==> config.mk <==
export PLATFORM = sky130hd
export DESIGN_NAME = seven_segment_serial_scan_driver
export DESIGN_NICKNAME = d
export VERILOG_FILES = /design/src/rtl/core/sssd_pkg.sv /design/src/rtl/core/sssd_engine.sv /design/src/rtl/core/seven_segment_serial_scan_driver.sv
export SDC_FILE = /design/constraint.sdc
export NUM_CORES = 1
export LEC_CHECK = 0
export ABC_AREA = 1
export BUFFER_PORTS_ARGS = -buffer_cell sky130_fd_sc_hd__buf_2
export CORE_MARGIN = 3
export CORE_UTILIZATION = 55
export CTS_CLUSTER_SIZE = 20
export DETAILED_ROUTE_END_ITERATION = 10
export PLACE_DENSITY = 0.73
export SLEW_MARGIN = 20
export SYNTH_ARGS = -nofsm -noshare
export SYNTH_HDL_FRONTEND = slang
export SYNTH_SLANG_ARGS = --single-unit
==> constraint.sdc <==
create_clock -name i_clk -period 3.5 [get_ports i_clk]
set_input_delay 0.35 -clock i_clk [delete_from_list [all_inputs] [get_ports i_clk]]
set_output_delay 0.35 -clock i_clk [all_outputs]
set_load 0.01 [all_outputs]
==> src/rtl/core/sssd_pkg.sv <==
// Shared types, constants and the character table of the serial scan display driver.
// Used by sssd_engine and seven_segment_serial_scan_driver; depends on nothing.
`default_nettype none

package sssd_pkg;

    // Geometry of the display and of the serial link.
    localparam int NUM_DIGITS_DEF = 8;
    localparam int SLOT_BITS      = 3;
    localparam int SEG_BITS       = 8;
    localparam int DWELL_BITS     = 16;
    localparam int PHASE_BITS     = 17;
    localparam int CLEAR_BITS     = 4;

    // Scan phases inside one slot.
    localparam logic [PHASE_BITS-1:0] SELECT_PHASE = PHASE_BITS'(8);
    localparam logic [PHASE_BITS-1:0] LATCH_PHASE  = PHASE_BITS'(16);

    // Clear sequence steps.
    localparam logic [CLEAR_BITS-1:0] CLEAR_IDLE  = CLEAR_BITS'(0);
    localparam logic [CLEAR_BITS-1:0] CLEAR_FIRST = CLEAR_BITS'(1);
    localparam logic [CLEAR_BITS-1:0] CLEAR_LATCH = CLEAR_BITS'(2);
    localparam logic [CLEAR_BITS-1:0] CLEAR_LAST  = CLEAR_BITS'(11);

    // Character mapping.
    localparam logic [7:0] FIRST_CODE = 8'd48;
    localparam int         CODE_COUNT = 18;
    localparam logic [SEG_BITS-1:0] BLANK_SEG  = 8'hFF;
    localparam logic [SEG_BITS-1:0] SELECT_TOP = 8'h80;

    // Active-low segment patterns: 0-9, A-F, dash, dot.
    localparam logic [SEG_BITS-1:0] SEG_TABLE [CODE_COUNT] = '{
        8'h03, 8'h9F, 8'h25, 8'h0D, 8'h99, 8'h49, 8'h41, 8'h1F, 8'h01,
        8'h09, 8'h11, 8'hC1, 8'h63, 8'h85, 8'h61, 8'h71, 8'hFD, 8'hFE
    };

    // Item kinds.
    typedef enum logic [1:0] {
        KIND_TICK  = 2'd0,
        KIND_LOAD  = 2'd1,
        KIND_START = 2'd2,
        KIND_STOP  = 2'd3
    } t_kind;

    // Pin state produced for one word.
    typedef struct packed {
        logic data;
        logic shift;
        logic latch;
    } t_pins;

    // Maps a character byte to its segment byte; unknown codes give a blank digit.
    function automatic logic [SEG_BITS-1:0] char_to_seg(input logic [7:0] code);
        logic [7:0] offs;
        offs = code - FIRST_CODE;
        if (code >= FIRST_CODE && offs < 8'(CODE_COUNT)) begin
            return SEG_TABLE[offs[4:0]];
        end
        return BLANK_SEG;
    endfunction

endpackage

`default_nettype wire

==> src/rtl/core/sssd_engine.sv <==
// Scan and clear sequencer of the serial scan display driver: holds the digit store
// and the sequence state, and produces one pin state per stepped word. Uses sssd_pkg.
`default_nettype none

module sssd_engine #(
    parameter int NUM_DIGITS = sssd_pkg::NUM_DIGITS_DEF
) (
    input  wire                                 i_clk,
    input  wire                                 i_rst_n,
    input  wire                                 i_step,
    input  wire  [1:0]                          i_kind,
    input  wire  [sssd_pkg::SLOT_BITS-1:0]      i_slot,
    input  wire  [7:0]                          i_char_code,
    input  wire  [sssd_pkg::DWELL_BITS-1:0]     i_dwell_ticks,
    output sssd_pkg::t_pins                     o_pins
);

    localparam int SLOT_W = (NUM_DIGITS > 1) ? $clog2(NUM_DIGITS) : 1;
    localparam logic [SLOT_W-1:0] LAST_SLOT = SLOT_W'(NUM_DIGITS - 1);

    // Digit store and sequence state.
    logic [sssd_pkg::SEG_BITS-1:0]   r_seg [NUM_DIGITS];
    logic                            r_scanning,  n_scanning;
    logic [sssd_pkg::PHASE_BITS-1:0] r_phase,     n_phase;
    logic [SLOT_W-1:0]               r_cur_slot,  n_cur_slot;
    logic [sssd_pkg::CLEAR_BITS-1:0] r_clear,     n_clear;
    logic                            r_level;

    sssd_pkg::t_kind                 kind;
    logic [sssd_pkg::SEG_BITS-1:0]   cur_seg;
    logic [sssd_pkg::SEG_BITS-1:0]   cur_sel;
    logic [sssd_pkg::PHASE_BITS-1:0] dwell_end;
    logic                            load_ok;

    assign kind      = sssd_pkg::t_kind'(i_kind);
    assign cur_seg   = r_seg[r_cur_slot];
    assign cur_sel   = sssd_pkg::SELECT_TOP >> r_cur_slot;
    assign dwell_end = sssd_pkg::LATCH_PHASE + sssd_pkg::PHASE_BITS'(i_dwell_ticks);
    assign load_ok   = ({1'b0, i_slot} < 4'(NUM_DIGITS));

    // Pin state and next sequence state for the word being stepped.
    always_comb begin
        o_pins       = '{data: r_level, shift: 1'b0, latch: 1'b0};
        n_scanning   = r_scanning;
        n_phase      = r_phase;
        n_cur_slot   = r_cur_slot;
        n_clear      = r_clear;
        case (kind)
            sssd_pkg::KIND_LOAD: begin
            end
            sssd_pkg::KIND_START: begin
                n_scanning = 1'b1;
                n_phase    = '0;
                n_cur_slot = '0;
                n_clear    = sssd_pkg::CLEAR_IDLE;
            end
            sssd_pkg::KIND_STOP: begin
                n_scanning = 1'b0;
                n_phase    = '0;
                n_cur_slot = '0;
                n_clear    = sssd_pkg::CLEAR_FIRST;
            end
            default: begin
                if (r_clear != sssd_pkg::CLEAR_IDLE) begin
                    // Clear sequence: shift at the held level, latch, eight zeros, latch.
                    if (r_clear == sssd_pkg::CLEAR_FIRST) begin
                        o_pins.shift = 1'b1;
                    end else if (r_clear == sssd_pkg::CLEAR_LATCH) begin
                        o_pins.latch = 1'b1;
                    end else if (r_clear >= sssd_pkg::CLEAR_LAST) begin
                        o_pins.latch = 1'b1;
                        o_pins.data  = 1'b0;
                    end else begin
                        o_pins.shift = 1'b1;
                        o_pins.data  = 1'b0;
                    end
                    n_clear = (r_clear >= sssd_pkg::CLEAR_LAST) ? sssd_pkg::CLEAR_IDLE
                                                                : r_clear + 1'b1;
                end else if (r_scanning) begin
                    // Segment byte, then select byte, both LSB first, then latch and dwell.
                    if (r_phase < sssd_pkg::SELECT_PHASE) begin
                        o_pins.data  = cur_seg[r_phase[2:0]];
                        o_pins.shift = 1'b1;
                    end else if (r_phase < sssd_pkg::LATCH_PHASE) begin
                        o_pins.data  = cur_sel[r_phase[2:0]];
                        o_pins.shift = 1'b1;
                    end else if (r_phase == sssd_pkg::LATCH_PHASE) begin
                        o_pins.latch = 1'b1;
                    end
                    if (r_phase >= dwell_end) begin
                        n_phase    = '0;
                        n_cur_slot = (r_cur_slot == LAST_SLOT) ? '0 : r_cur_slot + 1'b1;
                    end else begin
                        n_phase = r_phase + 1'b1;
                    end
                end
            end
        endcase
    end

    // Sequence state registers.
    always_ff @(posedge i_clk) begin
        if (!i_rst_n) begin
            r_scanning <= 1'b0;
            r_phase    <= '0;
            r_cur_slot <= '0;
            r_clear    <= sssd_pkg::CLEAR_IDLE;
            r_level    <= 1'b0;
        end else if (i_step) begin
            r_scanning <= n_scanning;
            r_phase    <= n_phase;
            r_cur_slot <= n_cur_slot;
            r_clear    <= n_clear;
            r_level    <= o_pins.data;
        end
    end

    // Digit store; every digit starts blank.
    always_ff @(posedge i_clk) begin
        if (!i_rst_n) begin
            for (int i = 0; i < NUM_DIGITS; i++) begin
                r_seg[i] <= sssd_pkg::BLANK_SEG;
            end
        end else if (i_step && kind == sssd_pkg::KIND_LOAD && load_ok) begin
            r_seg[i_slot[SLOT_W-1:0]] <= sssd_pkg::char_to_seg(i_char_code);
        end
    end

    // A scan and a clear never run together.
    a_scan_clear_excl: assert property (@(posedge i_clk) disable iff (!i_rst_n)
        !(r_scanning && r_clear != sssd_pkg::CLEAR_IDLE))
        else $error("scan and clear active together");

    // The clear step never runs past its last step.
    a_clear_range: assert property (@(posedge i_clk) disable iff (!i_rst_n)
        r_clear <= sssd_pkg::CLEAR_LAST)
        else $error("clear step out of range");

    // A stop word arms the first clear step.
    a_stop_arms: assert property (@(posedge i_clk) disable iff (!i_rst_n)
        (i_step && kind == sssd_pkg::KIND_STOP) |=> r_clear == sssd_pkg::CLEAR_FIRST)
        else $error("stop did not arm the clear sequence");

    // A nonzero phase only exists while scanning.
    a_phase_idle: assert property (@(posedge i_clk) disable iff (!i_rst_n)
        (r_phase != '0) |-> r_scanning)
        else $error("scan phase moved while stopped");

    // Shift and latch never pulse on the same tick.
    a_pulse_excl: assert property (@(posedge i_clk) disable iff (!i_rst_n)
        !(o_pins.shift && o_pins.latch))
        else $error("shift and latch pulsed together");

endmodule

`default_nettype wire

==> src/rtl/core/seven_segment_serial_scan_driver.sv <==
// A word is taken into the input register, processed by sssd_engine, and its result is
// taken into the result register, which drives the output channel.
// Throughput: one word per cycle while the output is not stalled; the input register and the
// output register each take a new word whenever the register behind them frees up.
// Reset (synchronous, active low) blanks all digits, stops scanning, drops any clear and
// sets the dwell register to 0. Top level; uses sssd_pkg and sssd_engine.
`default_nettype none

module seven_segment_serial_scan_driver #(
    parameter int NUM_DIGITS = sssd_pkg::NUM_DIGITS_DEF
) (
    input  wire                                 i_clk,
    input  wire                                 i_rst_n,
    // Configuration write
    input  wire                                 i_cfg_we,
    input  wire  [sssd_pkg::DWELL_BITS-1:0]     i_cfg_wdata,
    // Input channel
    input  wire                                 i_in_valid,
    output logic                                o_in_stall,
    input  wire  [1:0]                          i_kind,
    input  wire  [sssd_pkg::SLOT_BITS-1:0]      i_slot,
    input  wire  [7:0]                          i_char_code,
    // Output channel
    output logic                                o_out_valid,
    input  wire                                 i_out_stall,
    output logic                                o_data_pin,
    output logic                                o_shift_pulse,
    output logic                                o_latch_pulse
);

    logic [sssd_pkg::DWELL_BITS-1:0] r_dwell;

    logic                            r_in_valid;
    logic [1:0]                      r_kind;
    logic [sssd_pkg::SLOT_BITS-1:0]  r_slot;
    logic [7:0]                      r_char_code;

    logic                            r_out_valid;
    sssd_pkg::t_pins                 r_pins;

    logic                            out_free;
    logic                            in_free;
    logic                            step;
    sssd_pkg::t_pins                 pins;

    // Handshake: each stage takes a word when the stage behind it frees up.
    assign out_free   = !r_out_valid || !i_out_stall;
    assign step       = r_in_valid && out_free;
    assign in_free    = !r_in_valid || out_free;
    assign o_in_stall = !in_free;

    // Dwell register.
    always_ff @(posedge i_clk) begin
        if (!i_rst_n) begin
            r_dwell <= '0;
        end else if (i_cfg_we) begin
            r_dwell <= i_cfg_wdata;
        end
    end

    // Input register.
    always_ff @(posedge i_clk) begin
        if (!i_rst_n) begin
            r_in_valid <= 1'b0;
        end else if (in_free) begin
            r_in_valid <= i_in_valid;
        end
    end

    always_ff @(posedge i_clk) begin
        if (in_free && i_in_valid) begin
            r_kind      <= i_kind;
            r_slot      <= i_slot;
            r_char_code <= i_char_code;
        end
    end

    sssd_engine #(
        .NUM_DIGITS(NUM_DIGITS)
    ) u_engine (
        .i_clk        (i_clk),
        .i_rst_n      (i_rst_n),
        .i_step       (step),
        .i_kind       (r_kind),
        .i_slot       (r_slot),
        .i_char_code  (r_char_code),
        .i_dwell_ticks(r_dwell),
        .o_pins       (pins)
    );

    // Result register.
    always_ff @(posedge i_clk) begin
        if (!i_rst_n) begin
            r_out_valid <= 1'b0;
        end else if (out_free) begin
            r_out_valid <= r_in_valid;
        end
    end

    always_ff @(posedge i_clk) begin
        if (step) begin
            r_pins <= pins;
        end
    end

    assign o_out_valid   = r_out_valid;
    assign o_data_pin    = r_pins.data;
    assign o_shift_pulse = r_pins.shift;
    assign o_latch_pulse = r_pins.latch;

endmodule

`default_nettype wire
==> results of run 1 <==
-- cell families (layout without fill, tap and decap cells) --
logic type | Yosys count | count (layout)
and+or+nand+nor | 408 | 408
DFF | 127 | 127
buffers and inverters | 112 | 168
AOI/OAI and AO/OA | 111 | 111
adders and majority gates | 39 | 39
xor gates and xnor gates | 16 | 16
-- cell usage after synthesis, types with 2 or more instances --
cell type / instances / area, µm²
inv_1: 81 / 304
o21ai_0: 55 / 275
nand3b_1: 2 / 15.0
dfxtp_1: 47 / 941
nor3b_1: 2 / 15.0
nand2_1: 196 / 736
xnor2_1: 4 / 35.0
nand4_1: 12 / 75.1
nor4_1: 6 / 37.5
inv_2: 6 / 22.5
a211oi_2: 3 / 37.5
nand2_2: 5 / 31.3
nor2_4: 4 / 45.0
a21oi_1: 41 / 205
clkbuf_1: 16 / 60.1
edfxtp_1: 80 / 2400
xor2_1: 12 / 105
nor3_1: 15 / 75.1
nor2_1: 102 / 383
ha_1: 39 / 488
buf_2: 6 / 30.0
a31oi_1: 3 / 18.8
nand3_1: 54 / 270
nor2_2: 2 / 12.5
o21ai_1: 2 / 10.0
-- state kept, by name (all words and copies together), names as in the netlist, 2 cells and up, named ones only --
name,flops
r_char_code,8
u_engine.r_cur_slot,3
r_slot,3
u_engine.r_clear,4
r_kind,2
r_dwell,16
u_engine.r_seg,64
u_engine.r_phase,17
-- worst max path at each step --
stage                      endpoint  depth (start not counted)        from
2_1_floorplan   u_engine.r_phase[9]                         15  r_dwell[6]
3_5_place_dp   u_engine.r_phase[14]                         15  r_dwell[6]
4_1_cts        u_engine.r_phase[14]                         15  r_dwell[6]
6_report       u_engine.r_phase[14]                         15  r_dwell[6]
5_1_grt                        flop                         16  r_dwell[6]
3_3_place_gp   u_engine.r_phase[15]                         14  r_dwell[6]
-- what timing repair did --
action,CTS,global route
setup endpoints to repair,0,18
hold buffers,0,0
resized for setup,0,2
-- layer usage --
layer	global-route usage [%]	share of wire, %	vias up
met5	0	0	-
met2	37.1	45	185
met4	9.17	1.9	0
met3	5.96	6.9	28
li1	-	-	2798
met1	32.9	46	2541
-- worst max-delay path, stage by stage (launching register included) --
cell,delay (ns)
dfxtp_1,0.44
nand3_1,0.15
nor2_1,0.22
nand4_1,0.17
nand3b_1,0.21
xnor2_1,0.16
inv_1,0.06
ha_1,0.28
nand4_1,0.10
nor2_1,0.06
and2_0,0.14
nand2_1,0.06
nand4_1,0.11
o21ai_1,0.21
nand2_2,0.25
nor3b_1,0.32
-- per-stage QoR --
| stage | util, % | hold WS [ns] | setup WS [ns] |
|---|---|---|---|
| final | 65.8 | 0.111 | 0.439 |
| after global routing | 65.8 | 0.0959 | 0.00541 |
| after global placement | 61.0 | 0.463 | 0.545 |
| after floorplan | - | 0.440 | 0.903 |
| after CTS | 65.8 | 0.0963 | 0.267 |
| after detailed placement | 61.0 | 0.474 | 0.318 |
-- area by class of cell --
class | instances | area [µm²]
Fill cell | 990 | 4020
Sequential cell | 127 | 3340
Multi-Input combinational cell | 574 | 3020
Clock buffer | 20 | 437
Inverter | 89 | 337
Timing Repair Buffer | 49 | 273
Tap cell | 164 | 205
Clock inverter | 10 | 121
-- report_power, final --
part           switching (mW)  internal (mW)  total, mW
Clock                   0.589           1.10       1.69
Combinational           0.184         0.0956      0.280
Sequential             0.0335           1.63       1.66
==> metrics.md, run 1 <==
| Metric | Value |
|---|---|
| Placed insts | `1003` |
| Global placement routability congestion | `0.925` |
| Finished Cell Area | `0.00774 mm²` |
| Least-Margin Pin Slew | `0.912 ns` |
| Final setup violating endpoints | `0` |
| Max Fclk | `327 MHz` |
| DIE HEIGHT | `117 µm` |
| CP required | `3.81 ns` |
| CTS tree | `built` |
| N_diodes | `0` |
| DP Area | `0.00718 mm²` |
| IO Port Bufs | `38` |
| IO Count | `39` |
| Final Hold Fails | `0` |
| Post-route ant nets | `0` |
| CTS max path bufs | `2` |
| Worst VDD drop | `344 µV` |
| Crit path max fanout | `16` |
| Std cell rows | `39` |
| Clk sinks | `127` |
| Post-CTS Setup Inserts | `0` |
| Worst Reg2Reg Path Length in Cells | `15` |
| Die area | `0.0137 mm²` |
| Pleak | `3.13 nW` |
| Synthesis-to-layout area growth | `13.8%` |
| Tot GR Track Use | `24.1%` |
| H-tree lvl count | `4` |
| Gr ovfl total | `0` |
| Register area share after synthesis | `49.2%` |
| Simple-Gate Fraction of Synth Area | `26.2%` |
| Pwr/cell area | `469 mW/mm²` |
| Mapped Nets | `886` |
| Post-synthesis mux area share | `0%` |
| Via count | `5552` |
| Clk_lat worst skew | `0.41 ns` |
| Core area | `0.0118 mm²` |
| HPWL Detailed | `11000 µm` |
| Pin count of the biggest net entering global routing | `33` |
| Num CTS Buffers | `17` |
| HP Class | `in -> reg` |
| Most used DFF post-synth | `edfxtp_1` |
| Critical path class | `reg -> reg` |
| Hold worst-path end | `r_char_code[7]` |
| Wirelength per Cell | `14.9 µm` |
| Detailed Route WL | `15400 µm` |
| Launch point of the worst reg-to-reg path | `r_dwell[6]` |
| Global-route wire length before repair | `25300 µm` |
| Root buf cell | `clkbuf_16` |
| CP arrival | `3.37 ns` |
| FF+latch count, synth | `127` |
| Cells after Synth | `813` |
| Vias in the first global route | `5388` |
| Final period utilization | `87.4%` |
| Status | `finished clean` |
| Final net count | `931` |
| Cell variety after synth | `43` |
| Clock slew at reported path FFs | `0.05 ns` |
| Final slew viol count | `0` |
| Initial antenna violation count | `0` |
| Headroom to the max-slew limit | `39.2%` |
| Die X-Extent | `117 µm` |
| CP endpoint kind | `flop` |
| Reg2Reg Setup Slack | `0.44 ns` |
| Syn_area_per_cell | `8.37 µm²` |
| Yosys synthesis warning count | `0` |
| Most common cell after layout, fill and taps aside | `nand2_1` |
| First-pass iteration count of the detailed router | `5` |
| Max Cap Viol | `0` |
| RSZ-0062 raised after global routing | `no` |
| Final Critical Period | `3.06 ns` |
| DRC violations left | `0` |
| Combinational family with the most area after synthesis | `simple AND/OR/NAND/NOR gates` |
| Skew final | `0.00788 ns` |
| Tot Pwr | `3.63 mW` |
| Area of the mapped netlist | `0.00680 mm²` |
| Starting Density | `57.8%` |
| Commonest cells after routing, fill and taps aside | `195 x nand2_1, 102 x nor2_1, 81 x inv_1` |
| Layout Cells excl Fill | `1033` |
| Fraction of layout cells with a size suffix above 1 | `11.6%` |
| Compound-gate portion of the synthesized area | `8.98%` |
| R2r endpoint | `u_engine.r_phase[14]` |
| Startpoint Class | `flop` |
| Post-synthesis adder-cell area fraction | `7.17%` |
| TNS Setup | `0 ns` |
| Hold Path Origin | `i_char_code[7]` |
| Number of enable flip-flop cells after synthesis | `80` |
| Drt via density | `5.37` |
| Async SR Flop Fraction | `0%` |
| Post-Synth XOR/XNOR Area | `2.06%` |
| Drt initial violations | `370` |
| Worst hold stages | `1` |
(Power assumes the default switching activity.)
==> run 2: changes to the inputs <==
==> constraint.sdc (replaced) <==
create_clock -name i_clk -period 3.5 [get_ports i_clk]
set_input_delay 0.175 -clock i_clk [delete_from_list [all_inputs] [get_ports i_clk]]
set_output_delay 0.175 -clock i_clk [all_outputs]
set_load 0.01 [all_outputs]
==> metrics.md, run 2 (same netlist as run 1, synthesis figures left out) <==
| Metric | Value |
|---|---|
| CP required | `3.84 ns` |
| Pin count of the biggest net entering global routing | `33` |
| Critical-path top delay cell | `dfxtp_1` |
| Most common cell after layout, fill and taps aside | `nand2_1` |
| Global placement routability congestion | `0.914` |
| CTS max path bufs | `2` |
| DP Area | `0.00718 mm²` |
| Worst VDD drop | `335 µV` |
| Clock slew at reported path FFs | `0.06 ns` |
| Layout Cells excl Fill | `1057` |
| Via count | `5739` |
| Top Registers | `u_engine.r_seg: 64 flops, u_engine.r_phase: 17 flops, r_dwell: 16 flops` |
| Post-CTS Resized | `0` |
| CTS tree | `built` |
| Vias in the first global route | `5307` |
| Max layer used | `met4` |
| Reg2Reg Setup Slack | `0.35 ns` |
| CP arrival | `3.49 ns` |
| Number of fill cells | `930` |
| Placed insts | `1003` |
| Finished Cell Area | `0.00801 mm²` |
| Fraction of layout cells with a size suffix above 1 | `11.8%` |
| First-pass iteration count of the detailed router | `8` |
| Headroom to the max-slew limit | `34.5%` |
| Status | `finished clean` |
| Max Cap Viol | `0` |
| H-tree lvl count | `4` |
| Synthesis-to-layout area growth | `17.8%` |
| Global-route wire length before repair | `25800 µm` |
| IO Port Bufs | `38` |
| Root buf cell | `clkbuf_16` |
| Clk_lat worst skew | `0.42 ns` |
| Drt initial violations | `445` |
| Commonest cells after routing, fill and taps aside | `196 x nand2_1, 102 x nor2_1, 81 x inv_1` |
| Initial antenna violation count | `0` |
| Pwr/cell area | `471 mW/mm²` |
| HP Class | `in -> reg` |
| DIE HEIGHT | `117 µm` |
| Post-route ant nets | `0` |
| Clk sinks | `127` |
| Wirelength per Cell | `15.0 µm` |
| Post-CTS Setup Inserts | `0` |
| Startpoint Class | `flop` |
| Critical path class | `reg -> reg` |
| Drt via density | `5.43` |
| TNS Setup | `0 ns` |
| Final net count | `954` |
| Crit-path cells | `nand3_1 -> nor2_1 -> nand4_1 -> nand3b_1 -> xnor2_1 -> inv_1 -> ha_1 -> nand2_1 -> o21ai_0 -> a21oi_1 -> nand4_1 -> o21ai_0 -> nand2_1 -> a211oi_2` |
| HPWL Detailed | `11100 µm` |
| Core area | `0.0118 mm²` |
| Crit path max fanout | `16` |
| Num CTS Buffers | `17` |
| Tot GR Track Use | `24.6%` |
| Die X-Extent | `117 µm` |
| CP bufs+invs | `1` |
| Starting Density | `57.8%` |
| Gr ovfl total | `0` |
| Crit path max-delay family | `simple AND/OR/NAND/NOR gates` |
| Final Critical Period | `3.15 ns` |
| IO Count | `39` |
| Std cell rows | `39` |
| CP endpoint kind | `flop` |
| Final slew viol count | `0` |
| Final Hold Fails | `0` |
| Skew final | `0.00562 ns` |
| Final setup violating endpoints | `0` |
| DRC violations left | `0` |
| Final period utilization | `90.0%` |
| Routed met3 length | `1200 µm` |
| Least-Margin Pin Slew | `0.982 ns` |
| Detailed Route WL | `15900 µm` |
| Wl on met1 | `7240 µm` |
| Number of flip-flops in the largest register | `64` |
| Top reg by flops | `u_engine.r_seg` |
| N_diodes | `0` |
| CP peak stage delay | `0.43 ns` |
| RSZ-0062 raised after global routing | `no` |
| Die area | `0.0137 mm²` |
| Metal2 WL | `7110 µm` |
| Max Fclk | `317 MHz` |
| Pleak | `3.24 nW` |
run 2: cell types whose count changed in the layout (fill, tap and decap cells not counted):
cell	before	now
bufinv_16	3	4
clkbuf_1	3	2
clkinv_1	4	1
clkinv_2	4	5
clkinv_4	0	1
clkinvlp_4	0	2
dlygate4sd3_1	0	23
nand2_1	195	196
nand2_2	6	5
o21ai_0	54	55
o21ai_1	3	2
run 2: stage by stage:
step	worst slack [ns]	hold WS, ns	util, %	total power [mW]
finish	0.349	0.0265	68.1	3.78
CTS	0.386	0.00349	68.1	3.79
detailed placement	0.411	0.353	61.0	1.97
global placement	0.538	0.354	61.0	1.96
floorplan	0.903	0.274	-	1.88
global route	0.0516	0.0216	68.1	3.90
run 2: area by class of cell:
type                    instances  area (µm²)  area share [%]
repair buffers                 72         503            6.28
clock buffers                  19         433            5.40
flip-flops and latches        127        3340            41.7
multi-input cells             574        3020            37.7
well taps                     164         205            2.56
inverters                      89         337            4.20
clock inverters                12         169            2.11
run 2: metal layers:
layer	GRT usage [%]	up-vias
met4	9.79	0
li1	-	2843
met2	36.8	224
met5	0	-
met1	34.9	2648
met3	5.55	24
run 2: where the power goes:
group          internal, mW  switching (mW)  leakage [nW]
Clock                  1.18           0.628         0.292
Combinational         0.113           0.192          1.94
Sequential             1.63          0.0339          1.01
Total                  2.92           0.854          3.24
run 2: repair_timing:
item,CTS,global route
hold buffers,23,0
endpoints found under the hold margin,23,0
setup endpoints to repair,0,0
run 2: worst paths after layout:
path	from	depth (start not counted)	endpoint
worst max-delay path	r_dwell[6]	14	u_engine.r_phase[15]
worst min-delay path	i_cfg_wdata[4]	3	r_dwell[4]
worst max register to register	r_dwell[6]	14	u_engine.r_phase[15]
worst min register to register	r_dwell[3]	2	r_dwell[3]
run 2: tightest hold or removal path, delay by kind of cell:
kind | cells | cell delay (ns)
simple gates | 2 | 0.16
buf+inv | 1 | 0.08
